File: config.mk
export PLATFORM = sky130hd
export DESIGN_NAME = depth_remap_bilinear_gated_core
export DESIGN_NICKNAME = d
export VERILOG_FILES = /design/src/design/drbg_pkg.sv /design/src/design/drbg_pipe_ctrl.sv /design/src/design/drbg_gate.sv /design/src/design/drbg_blend.sv /design/src/design/depth_remap_bilinear_gated_core.sv
export SDC_FILE = /design/constraint.sdc
export NUM_CORES = 2
export LEC_CHECK = 0
export BUFFER_PORTS_ARGS = -buffer_cell sky130_fd_sc_hd__buf_4
export CAP_MARGIN = 30
export CORE_MARGIN = 5
export CORE_UTILIZATION = 46
export DETAILED_ROUTE_END_ITERATION = 10
export HOLD_SLACK_MARGIN = 0.1
export MAX_ROUTING_LAYER = met4
export PLACE_DENSITY = 0.64
export SKIP_LAST_GASP = 1
export SLEW_MARGIN = 20
export SYNTH_ARGS = -nofsm -noshare
export SYNTH_HDL_FRONTEND = slang
export SYNTH_SLANG_ARGS = --single-unit
File: constraint.sdc
create_clock -name aclk -period 9 [get_ports aclk]
set_input_delay 1.8 -clock aclk [delete_from_list [all_inputs] [get_ports aclk]]
set_output_delay 1.8 -clock aclk [all_outputs]
set_load 0.02 [all_outputs]
File: src/design/drbg_pkg.sv
`timescale 1ns / 1ps
// ----------------------------------------------------------------------------
// drbg_pkg
// Shared types and constants of the gated bilinear depth remap core.
// ----------------------------------------------------------------------------
package drbg_pkg;

    localparam int COORD_W     = 24;
    localparam int DEPTH_W     = 16;
    localparam int SIZE_W      = 15;
    localparam int CFG_INDEX_W = 8;
    localparam int IN_W        = 2 * COORD_W + 4 * DEPTH_W;
    localparam int NUM_STAGES  = 6;
    localparam int NUM_NBR     = 4;

    // The threshold avg / 100 is taken as ((avg >> 2) * 5243) >> 17, exact for 16-bit avg.
    localparam int RECIP_W     = 13;
    localparam int RECIP_SHIFT = 17;
    localparam int THR_W       = 10;
    localparam logic [RECIP_W-1:0] RECIP_MUL = 13'd5243;

    localparam logic [SIZE_W-1:0] RAW_WIDTH_RESET  = 15'd640;
    localparam logic [SIZE_W-1:0] RAW_HEIGHT_RESET = 15'd480;

    localparam logic [CFG_INDEX_W-1:0] REG_RAW_WIDTH  = 8'd0;
    localparam logic [CFG_INDEX_W-1:0] REG_RAW_HEIGHT = 8'd1;

    typedef logic [DEPTH_W-1:0] depth_t;

    typedef enum logic [1:0] {
        OUT_INTERP     = 2'd0,
        OUT_BOUNDS     = 2'd1,
        OUT_ZERO_NBR   = 2'd2,
        OUT_INCONSIST  = 2'd3
    } outcome_t;

    typedef struct packed {
        logic [NUM_STAGES-1:0] en;
    } pipe_ctl_t;

endpackage

File: src/design/drbg_pipe_ctrl.sv
`timescale 1ns / 1ps
// ----------------------------------------------------------------------------
// drbg_pipe_ctrl
// Valid bits and per-stage load enables of the six-stage pipeline. A stage
// loads when it is empty or when the stage after it loads, so bubbles close
// up under a stalled output.
// ----------------------------------------------------------------------------
module drbg_pipe_ctrl
    import drbg_pkg::*;
(
    input  logic      aclk,
    input  logic      aresetn,
    input  logic      in_valid,
    output logic      in_ready,
    output logic      out_valid,
    input  logic      out_ready,
    output pipe_ctl_t ctl
);

    logic [NUM_STAGES-1:0] valid_reg;
    logic [NUM_STAGES-1:0] valid_next;
    logic [NUM_STAGES-1:0] load;

    always_comb begin
        load[NUM_STAGES-1] = !valid_reg[NUM_STAGES-1] || out_ready;
        for (int i = NUM_STAGES - 2; i >= 0; i--) begin
            load[i] = !valid_reg[i] || load[i+1];
        end
        valid_next = valid_reg;
        if (load[0]) begin
            valid_next[0] = in_valid;
        end
        for (int i = 1; i < NUM_STAGES; i++) begin
            if (load[i]) begin
                valid_next[i] = valid_reg[i-1];
            end
        end
    end

    always_ff @(posedge aclk) begin
        if (!aresetn) begin
            valid_reg <= '0;
        end else begin
            valid_reg <= valid_next;
        end
    end

    assign ctl.en    = load;
    assign in_ready  = load[0];
    assign out_valid = valid_reg[NUM_STAGES-1];

endmodule

File: src/design/drbg_gate.sv
`timescale 1ns / 1ps
// ----------------------------------------------------------------------------
// drbg_gate
// Classification path: bounds check, zero neighbour check, mean and
// threshold, consistency test, and the resulting outcome code.
// ----------------------------------------------------------------------------
module drbg_gate
    import drbg_pkg::*;
#(
    parameter int FRAC_BITS = 8
) (
    input  logic               aclk,
    input  pipe_ctl_t          ctl,
    input  logic [COORD_W-1:0] map_x,
    input  logic [COORD_W-1:0] map_y,
    input  depth_t             nbr [NUM_NBR],
    input  logic [SIZE_W-1:0]  raw_width,
    input  logic [SIZE_W-1:0]  raw_height,
    output outcome_t           outcome
);

    localparam int XW    = COORD_W - FRAC_BITS;
    localparam int SUM_W = DEPTH_W + 2;
    localparam int PTH_W = DEPTH_W + RECIP_W;

    logic [COORD_W-1:0] mx_reg;
    logic [COORD_W-1:0] my_reg;
    depth_t             d1_reg [NUM_NBR];

    logic [XW-1:0]      xh;
    logic [XW-1:0]      yh;
    logic               oob;
    logic               zero_nbr;
    logic [SUM_W-1:0]   sum4;

    logic               oob_reg;
    logic               zero_reg;
    depth_t             avg_reg;
    depth_t             d2_reg [NUM_NBR];

    logic [PTH_W-1:0]   thr_prod_reg;
    depth_t             diff_reg [NUM_NBR];
    outcome_t           code3_reg;

    logic [THR_W-1:0]   thr;
    logic               consistent;
    outcome_t           code4_next;
    outcome_t           code4_reg;
    outcome_t           code5_reg;
    outcome_t           code6_reg;

    always_ff @(posedge aclk) begin
        if (ctl.en[0]) begin
            mx_reg <= map_x;
            my_reg <= map_y;
            d1_reg <= nbr;
        end
    end

    always_comb begin
        xh = XW'(mx_reg[COORD_W-2:FRAC_BITS]) + XW'(|mx_reg[FRAC_BITS-1:0]);
        yh = XW'(my_reg[COORD_W-2:FRAC_BITS]) + XW'(|my_reg[FRAC_BITS-1:0]);
        oob = mx_reg[COORD_W-1] || my_reg[COORD_W-1] ||
              (COORD_W'(xh) >= COORD_W'(raw_width)) ||
              (COORD_W'(yh) >= COORD_W'(raw_height));
        zero_nbr = 1'b0;
        sum4     = '0;
        for (int i = 0; i < NUM_NBR; i++) begin
            zero_nbr = zero_nbr || (d1_reg[i] == '0);
            sum4     = sum4 + SUM_W'(d1_reg[i]);
        end
    end

    always_ff @(posedge aclk) begin
        if (ctl.en[1]) begin
            oob_reg  <= oob;
            zero_reg <= zero_nbr;
            avg_reg  <= sum4[SUM_W-1:2];
            d2_reg   <= d1_reg;
        end
    end

    always_ff @(posedge aclk) begin
        if (ctl.en[2]) begin
            thr_prod_reg <= PTH_W'(avg_reg[DEPTH_W-1:2]) * PTH_W'(RECIP_MUL);
            for (int i = 0; i < NUM_NBR; i++) begin
                diff_reg[i] <= (d2_reg[i] >= avg_reg) ? (d2_reg[i] - avg_reg)
                                                      : (avg_reg - d2_reg[i]);
            end
            if (oob_reg) begin
                code3_reg <= OUT_BOUNDS;
            end else if (zero_reg) begin
                code3_reg <= OUT_ZERO_NBR;
            end else begin
                code3_reg <= OUT_INTERP;
            end
        end
    end

    always_comb begin
        thr        = thr_prod_reg[RECIP_SHIFT +: THR_W];
        consistent = 1'b1;
        for (int i = 0; i < NUM_NBR; i++) begin
            consistent = consistent && (diff_reg[i] < DEPTH_W'(thr));
        end
        if (code3_reg != OUT_INTERP) begin
            code4_next = code3_reg;
        end else if (consistent) begin
            code4_next = OUT_INTERP;
        end else begin
            code4_next = OUT_INCONSIST;
        end
    end

    always_ff @(posedge aclk) begin
        if (ctl.en[3]) begin
            code4_reg <= code4_next;
        end
        if (ctl.en[4]) begin
            code5_reg <= code4_reg;
        end
        if (ctl.en[5]) begin
            code6_reg <= code5_reg;
        end
    end

    assign outcome = code6_reg;

endmodule

File: src/design/drbg_blend.sv
`timescale 1ns / 1ps
// ----------------------------------------------------------------------------
// drbg_blend
// Bilinear blend of the four neighbours with fixed-point weights, split
// into horizontal products, horizontal sums, vertical products and the
// final sum and truncation.
// ----------------------------------------------------------------------------
module drbg_blend
    import drbg_pkg::*;
#(
    parameter int FRAC_BITS = 8
) (
    input  logic                 aclk,
    input  pipe_ctl_t            ctl,
    input  logic [FRAC_BITS-1:0] frac_x,
    input  logic [FRAC_BITS-1:0] frac_y,
    input  depth_t               nbr [NUM_NBR],
    output depth_t               depth
);

    localparam int WW  = FRAC_BITS + 1;
    localparam int PW  = DEPTH_W + WW;
    localparam int HW  = PW + 1;
    localparam int QW  = HW + WW;
    localparam int SW  = QW + 1;
    localparam logic [WW-1:0] ONE = WW'(1) << FRAC_BITS;

    logic [FRAC_BITS-1:0] fx_reg;
    logic [FRAC_BITS-1:0] fy1_reg;
    depth_t               d_reg [NUM_NBR];

    logic [WW-1:0]        ia;
    logic [PW-1:0]        p_reg [NUM_NBR];
    logic [FRAC_BITS-1:0] fy2_reg;

    logic [HW-1:0]        top_reg;
    logic [HW-1:0]        bot_reg;
    logic [WW-1:0]        ic_reg;
    logic [WW-1:0]        c_reg;

    logic [QW-1:0]        qt_reg;
    logic [QW-1:0]        qb_reg;

    logic [SW-1:0]        total;
    depth_t               depth5_reg;
    depth_t               depth6_reg;

    always_ff @(posedge aclk) begin
        if (ctl.en[0]) begin
            fx_reg  <= frac_x;
            fy1_reg <= frac_y;
            d_reg   <= nbr;
        end
    end

    assign ia = ONE - WW'(fx_reg);

    always_ff @(posedge aclk) begin
        if (ctl.en[1]) begin
            p_reg[0] <= PW'(d_reg[0]) * PW'(ia);
            p_reg[1] <= PW'(d_reg[1]) * PW'(fx_reg);
            p_reg[2] <= PW'(d_reg[2]) * PW'(ia);
            p_reg[3] <= PW'(d_reg[3]) * PW'(fx_reg);
            fy2_reg  <= fy1_reg;
        end
    end

    always_ff @(posedge aclk) begin
        if (ctl.en[2]) begin
            top_reg <= HW'(p_reg[0]) + HW'(p_reg[1]);
            bot_reg <= HW'(p_reg[2]) + HW'(p_reg[3]);
            ic_reg  <= ONE - WW'(fy2_reg);
            c_reg   <= WW'(fy2_reg);
        end
    end

    always_ff @(posedge aclk) begin
        if (ctl.en[3]) begin
            qt_reg <= QW'(top_reg) * QW'(ic_reg);
            qb_reg <= QW'(bot_reg) * QW'(c_reg);
        end
    end

    assign total = SW'(qt_reg) + SW'(qb_reg);

    always_ff @(posedge aclk) begin
        if (ctl.en[4]) begin
            depth5_reg <= total[2*FRAC_BITS +: DEPTH_W];
        end
        if (ctl.en[5]) begin
            depth6_reg <= depth5_reg;
        end
    end

    assign depth = depth6_reg;

endmodule

File: src/design/depth_remap_bilinear_gated_core.sv
`timescale 1ns / 1ps
// ----------------------------------------------------------------------------
// depth_remap_bilinear_gated_core
// Gated bilinear remap of one rectified depth pixel per transfer.
//
// The s_ channel carries one source coordinate and its four raw neighbour
// depths per transfer. The m_ channel returns one result per input transfer,
// in order: the interpolated depth in m_tdata and the outcome code in
// m_tuser (interpolated, out of bounds, zero neighbour, inconsistent
// neighbours). Rejected pixels carry depth zero.
// The cfg_ channel writes the raw image width (index 0) and height
// (index 1); other indexes are ignored. cfg_ready is always high. Writes must
// be made only while no transfer is in flight; the core does not enforce this.
// m_tvalid rises after an input transfer once the item has passed the six
// register stages of the blend path (two multiplier stages among them).
// Throughput is one transfer per cycle while m_tready is held high.
// When the receiver holds m_tready low, the result is held and empty stages
// keep filling; s_tready falls only once all six stages hold items.
// Reset clears all valid bits and sets the raw size to 640 by 480.
// ----------------------------------------------------------------------------
module depth_remap_bilinear_gated_core
    import drbg_pkg::*;
#(
    parameter int FRAC_BITS = 8
) (
    input  logic                   aclk,
    input  logic                   aresetn,
    input  logic                   s_tvalid,
    output logic                   s_tready,
    // map_x, map_y, depth_top_left, depth_top_right, depth_bottom_left,
    // depth_bottom_right
    input  logic [IN_W-1:0]        s_tdata,
    output logic                   m_tvalid,
    input  logic                   m_tready,
    // depth_out
    output logic [DEPTH_W-1:0]     m_tdata,
    // outcome
    output logic [1:0]             m_tuser,
    input  logic                   cfg_valid,
    output logic                   cfg_ready,
    input  logic [CFG_INDEX_W-1:0] cfg_index,
    input  logic [SIZE_W-1:0]      cfg_data
);

    logic [SIZE_W-1:0]  raw_width_reg;
    logic [SIZE_W-1:0]  raw_height_reg;
    pipe_ctl_t          ctl;
    logic [COORD_W-1:0] map_x;
    logic [COORD_W-1:0] map_y;
    depth_t             nbr [NUM_NBR];
    outcome_t           outcome;
    depth_t             depth;

    assign cfg_ready = 1'b1;

    always_ff @(posedge aclk) begin
        if (!aresetn) begin
            raw_width_reg  <= RAW_WIDTH_RESET;
            raw_height_reg <= RAW_HEIGHT_RESET;
        end else if (cfg_valid && cfg_ready) begin
            case (cfg_index)
                REG_RAW_WIDTH: begin
                    raw_width_reg <= cfg_data;
                end
                REG_RAW_HEIGHT: begin
                    raw_height_reg <= cfg_data;
                end
                default: begin
                end
            endcase
        end
    end

    assign map_x = s_tdata[0 +: COORD_W];
    assign map_y = s_tdata[COORD_W +: COORD_W];

    always_comb begin
        for (int i = 0; i < NUM_NBR; i++) begin
            nbr[i] = s_tdata[2*COORD_W + i*DEPTH_W +: DEPTH_W];
        end
    end

    drbg_pipe_ctrl u_ctrl (
        .aclk      (aclk),
        .aresetn   (aresetn),
        .in_valid  (s_tvalid),
        .in_ready  (s_tready),
        .out_valid (m_tvalid),
        .out_ready (m_tready),
        .ctl       (ctl)
    );

    drbg_gate #(
        .FRAC_BITS (FRAC_BITS)
    ) u_gate (
        .aclk       (aclk),
        .ctl        (ctl),
        .map_x      (map_x),
        .map_y      (map_y),
        .nbr        (nbr),
        .raw_width  (raw_width_reg),
        .raw_height (raw_height_reg),
        .outcome    (outcome)
    );

    drbg_blend #(
        .FRAC_BITS (FRAC_BITS)
    ) u_blend (
        .aclk   (aclk),
        .ctl    (ctl),
        .frac_x (map_x[FRAC_BITS-1:0]),
        .frac_y (map_y[FRAC_BITS-1:0]),
        .nbr    (nbr),
        .depth  (depth)
    );

    assign m_tdata = (outcome == OUT_INTERP) ? depth : '0;
    assign m_tuser = outcome;

endmodule

* After elaboration in Yosys (flattened, before gate mapping)
Memories as Yosys holds them, arrays and structs flattened. Index checks and enable logic that the tools add are counted.
Word-level totals: memories kept 2, output and inout port bits 21, register bits after elaboration 454, RAM bits 164, bits of input ports 140, logic and storage cells 119
Memories:
- u_blend.p_reg | words 4, bits a word 25, read ports 4, clocked after Yosys merged registers in 0, wr ports 4, line drbg_blend.sv:33 | logic [PW-1:0] p_reg [NUM_NBR];
- u_gate.diff_reg | words 4, bits a word 16, read ports 4, clocked after Yosys merged registers in 0, wr ports 4, line drbg_gate.sv:42 | depth_t diff_reg [NUM_NBR];
Cells by class: $lt $le $gt $ge 10, $add $sub $neg 18, eq/ne operators 1, multipliers 7, reductions and logical operators 32, muxes and demuxes 12
Operator list (number):
- $sub A16 B16 Y16 | 8
- $mux W16 | 5
- $ge A16 B16 Y1 | 4
- $logic_not A16 Y1 | 4
- $lt A16 B10 Y1 | 4
- $add A25 B25 Y26 | 2
- $mul A16 B9 Y25 | 2
- $mul A16 B8 Y24 | 2
- $add A18 B16 Y18 | 2
- $add A15 B1 Y16 | 2
- $add A32 B32 Y32 | 1
- $ge A16 B15 Y1 | 2
- $mul A26 B8 Y32 | 1
- $mul A26 B9 Y32 | 1
- $mul A14 B13 Y27 const B | 1
- $sub A9 B8 Y9 const A | 2
- $add A16 B16 Y17 | 1
- $reduce_or A8 Y1 | 2
- $logic_or A1 B1 Y1 | 12
- $eq A8 B1 Y1 const B | 1
- $logic_not A8 Y1 | 1
- $logic_not A1 Y1 | 6
- $mux W2 | 3
- $mux W1 | 4
- 4 further kinds | 7

* Depth between registers and ports, before layout
depth after elaboration 8, depth in mapped cells 27, depth with buffers taken out 25

* Modules after synthesis
From an unflattened synthesis, not the netlist that was laid out.
Unflattened totals: cell total of the unflattened synthesis 6419, area, all modules 66824.1 sq um
By module, submodules not included:
- drbg_blend | cells an instance 4351, times used 1, area each 43731.9 sq um, sequential area each 10510.1 sq um
- drbg_gate | cells an instance 1893, times used 1, area each 21469.3 sq um, sequential area each 8287.9 sq um
- depth_remap_bilinear_gated_core | cells an instance 146, times used 1, area each 1363.8 sq um, sequential area each 600.6 sq um
- drbg_pipe_ctrl | cells an instance 29, times used 1, area each 259.0 sq um, sequential area each 120.1 sq um

* Worst setup path before layout
No wires, ideal clock.
path kind input to register, start in m_tready, end reg u_blend.fy2_reg[0] (enable), library setup time 1523 ps, stages on the path 4, setup slack 1981 ps, buffers on the path 0, arrival time 5496 ps, required time 7477 ps, path through nor2b_1 -> and3_1 -> and2_1 -> nand2_1
RTL lines:
- start, declared | line depth_remap_bilinear_gated_core.sv:34 | input logic m_tready,
- end signal, assigned | line drbg_blend.sv:64 | fy2_reg <= fy1_reg;
- end, declared | line drbg_blend.sv:34 | logic [FRAC_BITS-1:0] fy2_reg;

==> impl_metrics.yaml <==
global_routing:
  grt_overflow_total: 0
  grt_max_degree: 171
  antenna_found_initial: 9
  grt_pass1_vias: 45590
  grt_pass1_wl_mm: 260.9
  track_usage_pct: 23.59
route:
  drc: 0
  wire_per_inst_um: 20.10
  top_layer: "met4"
  met2_length_mm: 76.65
  first_pass_iters: 6
  wl_met3_mm: 10.21
  viasPerCell: 5.394
  num_vias: 44440
  ant_nets: 0
  wl_mm: 165.6
  initialDrtViolationCount: 3039
  drt-met1-wl_mm: 73.73
sta:
  setup_viol: 0
  max_slew_margin_pct: 27.34
  fin_skew_ps: 36.89
  tns_ps: 0
  worst_slack_ps: 1704
  finalCriticalPeriod_ps: 7296
  fmax_ghz: 0.1371
  hold_violations: 0
  fin_crit_sh_pct: 81.06
  maxSlewViolCount: 0
  grt_setup_unrepaired: "no"
  worst_pin_slew_ps: 1090
setup_path:
  slowest_delay_ps: 760
  path_cells: "buf_4 -> inv_1 -> ha_1 -> inv_1 -> nor2_1 -> xnor2_2 -> buf_4 -> nand2_1 -> fa_1 -> fa_1 -> inv_1 -> fa_1 -> inv_1 -> fa_1 -> inv_1 -> ha_1 -> a211oi_1 -> o21ai_1 -> a2111oi_2 -> o31ai_1 -> o41a_1 -> a21o_1 -> a21oi_1 -> xnor2_1"
  rrSetupSlack_ps: 1700
  slowest_stage: "xnor2_2"
  r2r_end: "u_blend.p_reg[2][21]"
  critPathLaunchType: "flip-flop"
  worst-path-buf-inv: 7
  cp.depth: 24
  endpoint: "u_blend.p_reg[2][21]"
  r2r-start: "u_gate.mx_reg[1]"
  cp_top_family: "adder cells"
  path_class: "flip-flop to flip-flop"
  endpoint_kind: "flip-flop"
  path_common_cell: "inv_1"
  cp_max_fo: 30
  cp_data_arrival_time_ps: 7690
  timing.critical_path.from: "u_gate.mx_reg[1]"
  r2r_cells: 24
  required_ps: 9390
logic_synthesis:
  yosys_warnings: 0
  synth_top_cell_by_area: "edfxtp_1"
  async_flop_share_pct: 0
  syn_avg_cell_area_um2: 10.07
  yosysMostFrequentCell: "inv_1"
  seq_area_frac_synth_pct: 26.97
  ys_top_cells_by_area: "edfxtp_1 26%, fa_1 24%, ha_1 13%"
  synth_edf_count: 546
  yosysUniqueCellTypes: 88
  synthTopCellsByCount: "1075 x inv_1, 766 x fa_1, 671 x ha_1"
  synthCells: 6299
  yosys.area.top_type_share_pct: 25.84
  ys.flop_type: "edfxtp_1"
  synth-seq-cells: 582
  synth_area_um2: 63460
  syn-num-nets: 7876
layout:
  drive_above_1_share_pct: 5.789
  largest_reg_flops: 98
  finalInstanceArea_um2: 69100
  final_util_pct: 50.32
  final_nets: 7960
  syn_to_final_growth_pct: 8.888
placement:
  place.port_buffers: 159
  placed_cell_area_um2: 66540
  place_ws_ps: 1779
  hpwlAfterDp_mm: 129.3
  globalplace.congestion: 0.9036
clock_tree:
  clkLatencyLatePin_ps: 690
  clk_pin_slew_worst_paths_ps: 60
  clock_path_buffers: 3
  htreeDepth: 3
  postCtsSetupBuffers: 0
  cts_tree: "built"
  cts_buffers: 73
  cts-resized-gates: 0
  holdBufCountCts: 0
  clkSinkCount: 582
  root_buffer: "clkbuf_16"
flow_run:
  drv_cap: 0
outcome:
  outcome: "completed"
die:
  die_h_um: 381.4
  die_w_um: 381.4
  die_area_um2: 145500
  rows: 136
  initial_core_util_pct: 46.21
  io_pins: 161
  core_area_um2: 137300
min_path:
  min_path_type: "flip-flop to flip-flop"
  hp-start: "u_blend.depth5_reg[13]"
## routing by layer
layer,vias up,global-route usage (%)
li1,20710,-
met4,0,6.477
met1,22200,31.88
met2,1288,37.54
met3,236,3.348
met5,-,-
## worst min-delay path by stage
stage,endpoint,slack [ps],cells after the start
2_1_floorplan,u_blend.depth[0],400,0
3_3_place_gp,u_blend.depth[1],400,0
3_5_place_dp,u_blend.depth[2],410,0
4_1_cts,u_blend.depth[13],420,0
5_1_grt,u_blend.depth[2],420,0
6_report,u_blend.depth[13],420,0
## kinds of logic (layout without fill, tap and decap cells)
group | Yosys count | after routing | share of synthesized area, %
AND/OR/NAND/NOR | 1731 | 1731 | 13.58
adder cells (fa/ha/maj) | 1437 | 1437 | 37.39
buffers and inverters | 1279 | 1423 | 7.630
AO/OA/AOI/OAI | 895 | 895 | 9.107
flip-flops | 582 | 582 | 26.97
XOR/XNOR | 305 | 305 | 4.209
multiplexers | 69 | 69 | 1.100
other | 1 | 2 | 0.005909
## worst reg2reg max path, cell delays in order, from the launching register on
cell       delay (ps)
edfxtp_1          320
buf_4             380
inv_1             240
ha_1              320
inv_1             120
nor2_1             70
xnor2_2           760
buf_4             370
nand2_1           110
fa_1              520
fa_1              500
inv_1              50
fa_1              470
inv_1              50
fa_1              480
inv_1              40
ha_1              230
a211oi_1          280
o21ai_1           190
a2111oi_2         470
o31ai_1           160
o41a_1            380
a21o_1            200
a21oi_1           220
xnor2_1           120
## metrics by stage
stage          cells  hold slack (ps)
2_1_floorplan   6299            400.3
3_3_place_gp    8093            401.3
3_5_place_dp    8094            405.4
4_1_cts         8229            419.4
5_1_grt         8238            423.6
6_report        8238            416.0
## area by class of cell
type                    count  area, um^2
fillers                 12440       68220
multi-input cells        4438       41590
flip-flops and latches    582       17120
inverters                1077        4048
well taps                1794        2245
clock buffers              87        1922
repair buffers            211        1685
clock inverters            48       494.2
diodes                      1       2.502
## placed cells by master, fill, tap and decap left out, types with 15 or more instances in the layout
cell type  count
nand2b_1      42
nor3_1        54
xnor2_1      193
nor2_1       186
nand4_1       28
edfxtp_1     546
a31oi_1       26
inv_1       1073
a221oi_1      15
o21bai_1      39
o21ai_0      157
a21o_1       141
or3_1         15
mux2i_1       63
a211oi_1      36
nor2b_1       90
and2_1       486
dfxtp_1       36
o211ai_1      25
ha_1         671
o21a_1        48
buf_4        201
xor2_1       106
clkbuf_16     75
and3_1        33
nand2_1      657
nor4_1        30
fa_1         766
nand3_1       71
a21oi_1      287
Power is left out: the tool's default activity adds up to more than one toggle a clock period on the data nets, which glitch-free logic cannot reach.
